### src/rtl/hsbrgbw_pkg.sv
package hsbrgbw_pkg;

	// Input field widths and clamp limits.
	localparam int HUE_W = 9;
	localparam int PCT_W = 7;
	localparam int CHAN_W = 8;

	localparam logic [HUE_W-1:0] HUE_MAX = 9'd360;
	localparam logic [PCT_W-1:0] PCT_MAX = 7'd100;
	localparam logic [5:0] SECTOR_DEG = 6'd60;

	// Sector boundaries in degrees.
	localparam logic [HUE_W-1:0] HUE_60 = 9'd60;
	localparam logic [HUE_W-1:0] HUE_120 = 9'd120;
	localparam logic [HUE_W-1:0] HUE_180 = 9'd180;
	localparam logic [HUE_W-1:0] HUE_240 = 9'd240;
	localparam logic [HUE_W-1:0] HUE_300 = 9'd300;

	// Colour wheel sectors.
	localparam logic [2:0] SECTOR_0 = 3'd0;
	localparam logic [2:0] SECTOR_1 = 3'd1;
	localparam logic [2:0] SECTOR_2 = 3'd2;
	localparam logic [2:0] SECTOR_3 = 3'd3;
	localparam logic [2:0] SECTOR_4 = 3'd4;
	localparam logic [2:0] SECTOR_5 = 3'd5;

	// Denominator of the q and t terms: percent times degrees per sector.
	localparam logic [12:0] DEN_QT = 13'd6000;

	// Numerator widths: b*255 and v*(100-s) stay below 2^15, v*6000 below 2^21.
	localparam int NUM100_W = 15;
	localparam int NUM6000_W = 21;

	// Reciprocals for exact floor division by 100 and by 6000 over those ranges.
	localparam int RECIP100_W = 13;
	localparam logic [RECIP100_W-1:0] RECIP100 = 13'd5243;
	localparam int SHIFT100 = 19;
	localparam int RECIP6000_W = 21;
	localparam logic [RECIP6000_W-1:0] RECIP6000 = 21'd1431656;
	localparam int SHIFT6000 = 33;

	// Number of register stages from an accepted request to its result strobe.
	localparam int PIPE_DEPTH = 5;

endpackage

### src/rtl/hsbrgbw_recip_div.sv
module hsbrgbw_recip_div #(
	parameter int IN_W = 15,
	parameter int OUT_W = 8,
	parameter int RECIP_W = 13,
	parameter logic [RECIP_W-1:0] RECIP = 13'd5243,
	parameter int SHIFT = 19
) (
	input  logic             clk,
	input  logic [IN_W-1:0]  num,
	output logic [OUT_W-1:0] quo
);

	localparam int PROD_W = IN_W + RECIP_W;

	logic [PROD_W-1:0] prod;
	logic [OUT_W-1:0]  quo_q;

	// Floor division by a constant as a multiply by its rounded-up reciprocal.
	assign prod = PROD_W'(num) * PROD_W'(RECIP);

	always_ff @(posedge clk) begin
		quo_q <= prod[SHIFT +: OUT_W];
	end

	assign quo = quo_q;

endmodule

### src/rtl/hsb_to_rgbw_convert_top.sv
// HSB to RGBW colour converter.
// A request is taken at each rising edge where start is high and busy is low;
// busy is never raised, so a new hue/saturation/brightness triple may enter in
// every cycle. Hue clamps to 360 (which wraps to 0), saturation and brightness
// clamp to 100.
// Each request gives one result on red, green, blue and white, marked by done
// for exactly one cycle. Throughput is one result per clock; the result passes
// five register stages: clamp and sector split, scaling of brightness and
// white by 255/100, the v products, the reciprocal divisions for p, q and t,
// and the sector select.
// The receiver cannot hold results off: a result is valid only in the cycle
// that done is high and must be captured there.
// Reset clears the valid bits of all stages, so no result appears until new
// requests arrive; data registers are not reset.
module hsb_to_rgbw_convert_top (
	input  logic                            clk,
	input  logic                            arst_n,
	input  logic                            start,
	input  logic [hsbrgbw_pkg::HUE_W-1:0]   hue,
	input  logic [hsbrgbw_pkg::PCT_W-1:0]   saturation,
	input  logic [hsbrgbw_pkg::PCT_W-1:0]   brightness,
	output logic                            busy,
	output logic                            done,
	output logic [hsbrgbw_pkg::CHAN_W-1:0]  red,
	output logic [hsbrgbw_pkg::CHAN_W-1:0]  green,
	output logic [hsbrgbw_pkg::CHAN_W-1:0]  blue,
	output logic [hsbrgbw_pkg::CHAN_W-1:0]  white
);

	localparam int HW = hsbrgbw_pkg::HUE_W;
	localparam int PW = hsbrgbw_pkg::PCT_W;
	localparam int CW = hsbrgbw_pkg::CHAN_W;
	localparam int N1W = hsbrgbw_pkg::NUM100_W;
	localparam int N6W = hsbrgbw_pkg::NUM6000_W;

	logic accept;

	// Stage one signals.
	logic [HW-1:0]  hue_c;
	logic [PW-1:0]  sat_c;
	logic [PW-1:0]  bri_c;
	logic [2:0]     sector_c;
	logic [HW-1:0]  base_c;
	logic           valid_s1;
	logic [2:0]     sector_s1;
	logic [5:0]     frac_s1;
	logic [PW-1:0]  sat_s1;
	logic [N1W-1:0] bx255_s1;
	logic [N1W-1:0] wx255_s1;

	// Stage two signals.
	logic           valid_s2;
	logic [2:0]     sector_s2;
	logic [CW-1:0]  v_s2;
	logic [CW-1:0]  w_s2;
	logic [12:0]    sf_s2;
	logic [12:0]    sfc_s2;
	logic [PW-1:0]  s100_s2;

	// Stage three signals.
	logic           valid_s3;
	logic [2:0]     sector_s3;
	logic [CW-1:0]  v_s3;
	logic [CW-1:0]  w_s3;
	logic [N1W-1:0] np_s3;
	logic [N6W-1:0] nq_s3;
	logic [N6W-1:0] nt_s3;

	// Stage four signals.
	logic           valid_s4;
	logic [2:0]     sector_s4;
	logic [CW-1:0]  v_s4;
	logic [CW-1:0]  w_s4;
	logic [CW-1:0]  p_s4;
	logic [CW-1:0]  q_s4;
	logic [CW-1:0]  t_s4;

	// Stage five signals.
	logic           valid_s5;
	logic [CW-1:0]  red_s5;
	logic [CW-1:0]  green_s5;
	logic [CW-1:0]  blue_s5;
	logic [CW-1:0]  white_s5;
	logic [CW-1:0]  red_c;
	logic [CW-1:0]  green_c;
	logic [CW-1:0]  blue_c;

	assign busy = 1'b0;
	assign accept = start && !busy;

	// Valid bits travel alongside the data.
	always_ff @(posedge clk or negedge arst_n) begin
		if (!arst_n) begin
			valid_s1 <= 1'b0;
			valid_s2 <= 1'b0;
			valid_s3 <= 1'b0;
			valid_s4 <= 1'b0;
			valid_s5 <= 1'b0;
		end else begin
			valid_s1 <= accept;
			valid_s2 <= valid_s1;
			valid_s3 <= valid_s2;
			valid_s4 <= valid_s3;
			valid_s5 <= valid_s4;
		end
	end

	// Clamp the inputs; hue of 360 and above wraps to zero.
	always_comb begin
		hue_c = (hue >= hsbrgbw_pkg::HUE_MAX) ? '0 : hue;
		sat_c = (saturation > hsbrgbw_pkg::PCT_MAX) ? hsbrgbw_pkg::PCT_MAX : saturation;
		bri_c = (brightness > hsbrgbw_pkg::PCT_MAX) ? hsbrgbw_pkg::PCT_MAX : brightness;
	end

	// Split the hue into a sector and an offset within it.
	always_comb begin
		if (hue_c >= hsbrgbw_pkg::HUE_300) begin
			sector_c = hsbrgbw_pkg::SECTOR_5;
			base_c = hsbrgbw_pkg::HUE_300;
		end else if (hue_c >= hsbrgbw_pkg::HUE_240) begin
			sector_c = hsbrgbw_pkg::SECTOR_4;
			base_c = hsbrgbw_pkg::HUE_240;
		end else if (hue_c >= hsbrgbw_pkg::HUE_180) begin
			sector_c = hsbrgbw_pkg::SECTOR_3;
			base_c = hsbrgbw_pkg::HUE_180;
		end else if (hue_c >= hsbrgbw_pkg::HUE_120) begin
			sector_c = hsbrgbw_pkg::SECTOR_2;
			base_c = hsbrgbw_pkg::HUE_120;
		end else if (hue_c >= hsbrgbw_pkg::HUE_60) begin
			sector_c = hsbrgbw_pkg::SECTOR_1;
			base_c = hsbrgbw_pkg::HUE_60;
		end else begin
			sector_c = hsbrgbw_pkg::SECTOR_0;
			base_c = '0;
		end
	end

	// Stage one: sector, offset, and brightness and white scaled by 255.
	always_ff @(posedge clk) begin
		sector_s1 <= sector_c;
		frac_s1 <= 6'(hue_c - base_c);
		sat_s1 <= sat_c;
		bx255_s1 <= {bri_c, 8'b0} - N1W'(bri_c);
		wx255_s1 <= {7'(hsbrgbw_pkg::PCT_MAX - sat_c), 8'b0}
			- N1W'(hsbrgbw_pkg::PCT_MAX - sat_c);
	end

	// Stage two: v and white by division by 100.
	hsbrgbw_recip_div #(
		.IN_W(N1W),
		.OUT_W(CW),
		.RECIP_W(hsbrgbw_pkg::RECIP100_W),
		.RECIP(hsbrgbw_pkg::RECIP100),
		.SHIFT(hsbrgbw_pkg::SHIFT100)
	) u_div_v (
		.clk(clk),
		.num(bx255_s1),
		.quo(v_s2)
	);

	hsbrgbw_recip_div #(
		.IN_W(N1W),
		.OUT_W(CW),
		.RECIP_W(hsbrgbw_pkg::RECIP100_W),
		.RECIP(hsbrgbw_pkg::RECIP100),
		.SHIFT(hsbrgbw_pkg::SHIFT100)
	) u_div_w (
		.clk(clk),
		.num(wx255_s1),
		.quo(w_s2)
	);

	// Stage two: saturation times the offset and its complement.
	always_ff @(posedge clk) begin
		sector_s2 <= sector_s1;
		s100_s2 <= hsbrgbw_pkg::PCT_MAX - sat_s1;
		sf_s2 <= 13'(sat_s1) * 13'(frac_s1);
		sfc_s2 <= 13'(sat_s1) * 13'(hsbrgbw_pkg::SECTOR_DEG - frac_s1);
	end

	// Stage three: numerators of p, q and t.
	always_ff @(posedge clk) begin
		sector_s3 <= sector_s2;
		v_s3 <= v_s2;
		w_s3 <= w_s2;
		np_s3 <= N1W'(v_s2) * N1W'(s100_s2);
		nq_s3 <= N6W'(v_s2) * N6W'(hsbrgbw_pkg::DEN_QT - sf_s2);
		nt_s3 <= N6W'(v_s2) * N6W'(hsbrgbw_pkg::DEN_QT - sfc_s2);
	end

	// Stage four: p by 100, q and t by 6000.
	hsbrgbw_recip_div #(
		.IN_W(N1W),
		.OUT_W(CW),
		.RECIP_W(hsbrgbw_pkg::RECIP100_W),
		.RECIP(hsbrgbw_pkg::RECIP100),
		.SHIFT(hsbrgbw_pkg::SHIFT100)
	) u_div_p (
		.clk(clk),
		.num(np_s3),
		.quo(p_s4)
	);

	hsbrgbw_recip_div #(
		.IN_W(N6W),
		.OUT_W(CW),
		.RECIP_W(hsbrgbw_pkg::RECIP6000_W),
		.RECIP(hsbrgbw_pkg::RECIP6000),
		.SHIFT(hsbrgbw_pkg::SHIFT6000)
	) u_div_q (
		.clk(clk),
		.num(nq_s3),
		.quo(q_s4)
	);

	hsbrgbw_recip_div #(
		.IN_W(N6W),
		.OUT_W(CW),
		.RECIP_W(hsbrgbw_pkg::RECIP6000_W),
		.RECIP(hsbrgbw_pkg::RECIP6000),
		.SHIFT(hsbrgbw_pkg::SHIFT6000)
	) u_div_t (
		.clk(clk),
		.num(nt_s3),
		.quo(t_s4)
	);

	always_ff @(posedge clk) begin
		sector_s4 <= sector_s3;
		v_s4 <= v_s3;
		w_s4 <= w_s3;
	end

	// Pick the channels for the sector. With zero saturation p, q and t all
	// equal v, and with zero brightness v, p, q and t are zero, so no special case.
	always_comb begin
		case (sector_s4)
			hsbrgbw_pkg::SECTOR_0: begin
				red_c = v_s4;
				green_c = t_s4;
				blue_c = p_s4;
			end
			hsbrgbw_pkg::SECTOR_1: begin
				red_c = q_s4;
				green_c = v_s4;
				blue_c = p_s4;
			end
			hsbrgbw_pkg::SECTOR_2: begin
				red_c = p_s4;
				green_c = v_s4;
				blue_c = t_s4;
			end
			hsbrgbw_pkg::SECTOR_3: begin
				red_c = p_s4;
				green_c = q_s4;
				blue_c = v_s4;
			end
			hsbrgbw_pkg::SECTOR_4: begin
				red_c = t_s4;
				green_c = p_s4;
				blue_c = v_s4;
			end
			default: begin
				red_c = v_s4;
				green_c = p_s4;
				blue_c = q_s4;
			end
		endcase
	end

	// Stage five: output registers.
	always_ff @(posedge clk) begin
		red_s5 <= red_c;
		green_s5 <= green_c;
		blue_s5 <= blue_c;
		white_s5 <= w_s4;
	end

	assign done = valid_s5;
	assign red = red_s5;
	assign green = green_s5;
	assign blue = blue_s5;
	assign white = white_s5;

`ifndef SYNTHESIS
	// A request that enters the pipeline comes out four stages later.
	a_valid_flow: assert property (@(posedge clk) disable iff (!arst_n)
		valid_s1 |-> ##4 done)
		else $error("request lost in the pipeline");

	// No valid bit enters stage two that was not in stage one.
	a_no_spurious: assert property (@(posedge clk) disable iff (!arst_n)
		valid_s2 |-> $past(valid_s1))
		else $error("valid bit appeared without a request");

	// Full white means zero saturation, which must give a grey.
	a_grey: assert property (@(posedge clk) disable iff (!arst_n)
		(done && (white == 8'hFF)) |-> ((red == green) && (green == blue)))
		else $error("zero saturation did not give a grey");
`endif

endmodule

### config.mk
export PLATFORM = sky130hd
export DESIGN_NAME = hsb_to_rgbw_convert_top
export DESIGN_NICKNAME = d
export VERILOG_FILES = /design/src/rtl/hsbrgbw_pkg.sv /design/src/rtl/hsbrgbw_recip_div.sv /design/src/rtl/hsb_to_rgbw_convert_top.sv
export SDC_FILE = /design/constraint.sdc
export NUM_CORES = 2
export LEC_CHECK = 0
export BUFFER_PORTS_ARGS = -buffer_cell sky130_fd_sc_hd__buf_2
export CORE_MARGIN = 5
export CORE_UTILIZATION = 40
export CTS_CLUSTER_DIAMETER = 40
export DETAILED_ROUTE_END_ITERATION = 8
export HOLD_SLACK_MARGIN = 0.06
export PLACE_DENSITY = 0.56
export SLEW_MARGIN = 40
export SYNTH_ARGS = -nofsm -noshare
export SYNTH_HDL_FRONTEND = slang
export SYNTH_SLANG_ARGS = --single-unit
export TNS_END_PERCENT = 100
### constraint.sdc
create_clock -name clk -period 5.2 [get_ports clk]
set_input_delay 0.78 -clock clk [delete_from_list [all_inputs] [get_ports clk]]
set_output_delay 0.78 -clock clk [all_outputs]
set_load 0.05 [all_outputs]
==> qor.txt <==
Result of the run - finished, violations left
Failing checks - negative setup slack
Placed cells - 6137
Die Outline Area - 112500 um^2
Sequential area share after synthesis - 11.88%
Number of standard cells after synthesis - 4396
Path category of the worst min-delay check - in2reg
Vias in the first global route - 30970
Number of vias per cell - 4.613
CP max-delay cell - sky130_fd_sc_hd__fa_1
Placed cell area - 47070 um^2
Number of top-level pins - 60
Routed wirelength normalized by instance count - 14.98 um
Layout cells sized above 1 - 17.53%
Maximum level of the CTS H-tree - 2
Violation count after the first detailed-routing iteration - 1024
Fraction of registers with async set or reset after synthesis - 2.000%
Critical Path End Type - flip-flop
Setup-violating endpoint count in the final report - 6
Most common library cell in the layout ignoring fill and taps - sky130_fd_sc_hd__inv_1
Largest area contributor in the synthesized netlist - sky130_fd_sc_hd__fa_1
Worst slew margin - 46.81%
Grt ovf - 0
Layout Cells excl Fill - 6281
Critical path class - reg2reg
Die Span Y - 335.3 um
Number of rows created at floorplan - 119
Final WL - 94.12 mm
Total GRT Usage - 17.11%
Remaining antenna violation count after routing - 0
CTS tree - built
Most used cells in the layout excluding fill and tap cells - sky130_fd_sc_hd__inv_1 (1236), sky130_fd_sc_hd__ha_1 (743), sky130_fd_sc_hd__fa_1 (702)
Worst setup timing slack at the placement stage - -0.5016 ns
Share of Yosys cell area claimed by the top area cell type - 33.86%
Largest net degree at the start of global routing - 56
Cell variety after synth - 78
Maxcap violations - 0
Largest buffer count on any clock path - 3
Achievable frequency - 188.4 MHz
Measured slew at the worst slew-check pin - 0.7952 ns
Source-to-sink clock delay at the later pin of the worst-skew pair - 0.62 ns
Via Count - 28970
Part of the cycle the worst path needs - 102.1%
Diode count - 0
Post-synthesis area per instance - 9.631 um^2
Element type at the critical path start - flip-flop
Maximum net fanout on the critical path - 4
Cts bufs inserted - 47
Number of warnings issued by yosys - 0
Clock root cell - sky130_fd_sc_hd__clkbuf_16
Port Buffers - 58
Final Skew - 0.03471 ns
Gp weighted congestion - 0.8694
Final number of max-transition violations - 0
Data arrival at the endpoint of the critical path - 5.77 ns
Width of the die - 335.3 um
Layout-stage area growth over the synthesis result - 19.60%
Initial antenna violation count - 5
Final Hold Fails - 0
Number of synthesized register bits - 250
EDFF count, synth - 0
Critical path data required time - 5.67 ns
Cell seen most often among critical-path stages - sky130_fd_sc_hd__fa_1
Starting utilization of the core area - 40.22%
Pre-antenna DRT Iters - 5
Global-route wire length before repair - 157.3 mm
Largest incremental delay on the critical path - 0.54 ns
Final HPWL DP - 82.02 mm
Number of nets in the layout - 6404
Post-route minimum period - 5.307 ns
Final Cell Area - 50640 um^2
RSZ-0062 raised after global routing - true
Area of the mapped netlist - 42340 um^2
Predominant post-synthesis flop cell - sky130_fd_sc_hd__dfxtp_1
Placeable core area - 105300 um^2
Main area contributors after synthesis - sky130_fd_sc_hd__fa_1 (34%), sky130_fd_sc_hd__ha_1 (24%), sky130_fd_sc_hd__dfxtp_1 (12%)
Post-Route Hold Slack - 0.2936 ns
Clock-pin slew of the registers on the worst-case setup and hold paths - 0.05 ns
Worst setup margin - -0.1070 ns
Post-route DRC violation count - 0
Clk sink count - 250
critical path: cells and delay by family (launching register included):
| kind | cells | cell delay, ns |
|---|---|---|
| adders and majority gates | 6 | 2.39 |
| xor gates and xnor gates | 2 | 0.29 |
| DFF | 1 | 0.37 |
| buffers and inverters | 7 | 0.71 |
| and+or+nand+nor | 6 | 0.85 |
| AOI/OAI and AO/OA | 4 | 0.59 |
layout make-up:
class,instances,area [um^2]
Sequential cell,250,5121
Timing Repair Buffer,455,3418
Tap cell,1391,1740
Multi-Input combinational cell,2826,33890
Inverter,1272,4780
Clock inverter,35,455.4
Clock buffer,52,1235
Fill cell,9867,54630
state kept, by name (all words and copies together), names as in the netlist, 12 cells and up:
name	count
nt_s3	21
nq_s3	20
wx255_s1	15
np_s3	15
bx255_s1	15
sf_s2	12
sfc_s2	13
worst paths after layout:
| check | slack (ns) | startpoint | endpoint | cells after the start |
|---|---|---|---|---|
| worst max register to register | -0.11 | sfc_s2[0] | nq_s3[20] | 25 |
| max in group asynchronous | 4.54 | arst_n | done | 2 |
| min in group asynchronous | 0.53 | arst_n | valid_s3 | 2 |
| worst max-delay path | -0.11 | sfc_s2[0] | nq_s3[20] | 25 |
| worst min register to register | 0.32 | w_s3[6] | w_s4[6] | 0 |
| worst min-delay path | 0.29 | start | valid_s1 | 1 |
per-layer routing:
metal | wire [um] | global-route usage [%] | vias to the layer above | part of all wire, %
li1 | - | - | 14390 | -
met1 | 44570 | 24.17 | 14200 | 47
met2 | 45210 | 28.90 | 309 | 48
met3 | 2792 | 1.910 | 75 | 3.0
met4 | 1538 | 2.866 | 0 | 1.6
met5 | 0 | 0 | - | 0
synth_stat cells, types with 12 or more instances:
cell type / number
sky130_fd_sc_hd__o21bai_1: 14
sky130_fd_sc_hd__dfxtp_1: 245
sky130_fd_sc_hd__or3_1: 13
sky130_fd_sc_hd__ha_1: 810
sky130_fd_sc_hd__inv_1: 1271
sky130_fd_sc_hd__a31oi_1: 12
sky130_fd_sc_hd__mux2i_1: 21
sky130_fd_sc_hd__o21ai_0: 75
sky130_fd_sc_hd__xor2_1: 57
sky130_fd_sc_hd__nand2b_1: 15
sky130_fd_sc_hd__and3_1: 15
sky130_fd_sc_hd__nor3_1: 39
sky130_fd_sc_hd__nand3_1: 28
sky130_fd_sc_hd__and2_1: 188
sky130_fd_sc_hd__fa_1: 716
sky130_fd_sc_hd__nor2_1: 99
sky130_fd_sc_hd__o22ai_1: 12
sky130_fd_sc_hd__xnor2_1: 118
sky130_fd_sc_hd__mux2_2: 20
sky130_fd_sc_hd__a21oi_1: 116
sky130_fd_sc_hd__a21o_1: 25
sky130_fd_sc_hd__o21a_1: 20
sky130_fd_sc_hd__clkbuf_1: 50
sky130_fd_sc_hd__a211oi_1: 20
sky130_fd_sc_hd__nor2b_1: 19
sky130_fd_sc_hd__nand2_1: 249
cell families after synthesis:
logic type                 synth area share, %
AOI/OAI and AO/OA                        5.411
adders and majority gates                57.79
and+or+nand+nor                          8.437
xor gates and xnor gates                 3.659
muxes                                    1.028
DFF                                      11.88
buffers and inverters                    11.77
other                                  0.01774
what timing repair did:
item                       in CTS  in global routing
pin swaps                     116                108
setup endpoints to repair      30                 45
hold buffers                    1                  0
hold endpoints to repair        5                  0
gates resized for setup       130                188
setup buffers                  37                 21
per-stage QoR:
step | util, % | TNS, ns
after floorplan | - | -0.01935
after detailed placement | 44.72 | -6.846
after global routing | 48.10 | -4.179
after global placement | 44.71 | -5.782
after CTS | 47.12 | -0.7380
final | 48.10 | -0.3694
Power is left out: the tool's default activity adds up to more than one toggle a clock period on the data nets, which glitch-free logic cannot reach.
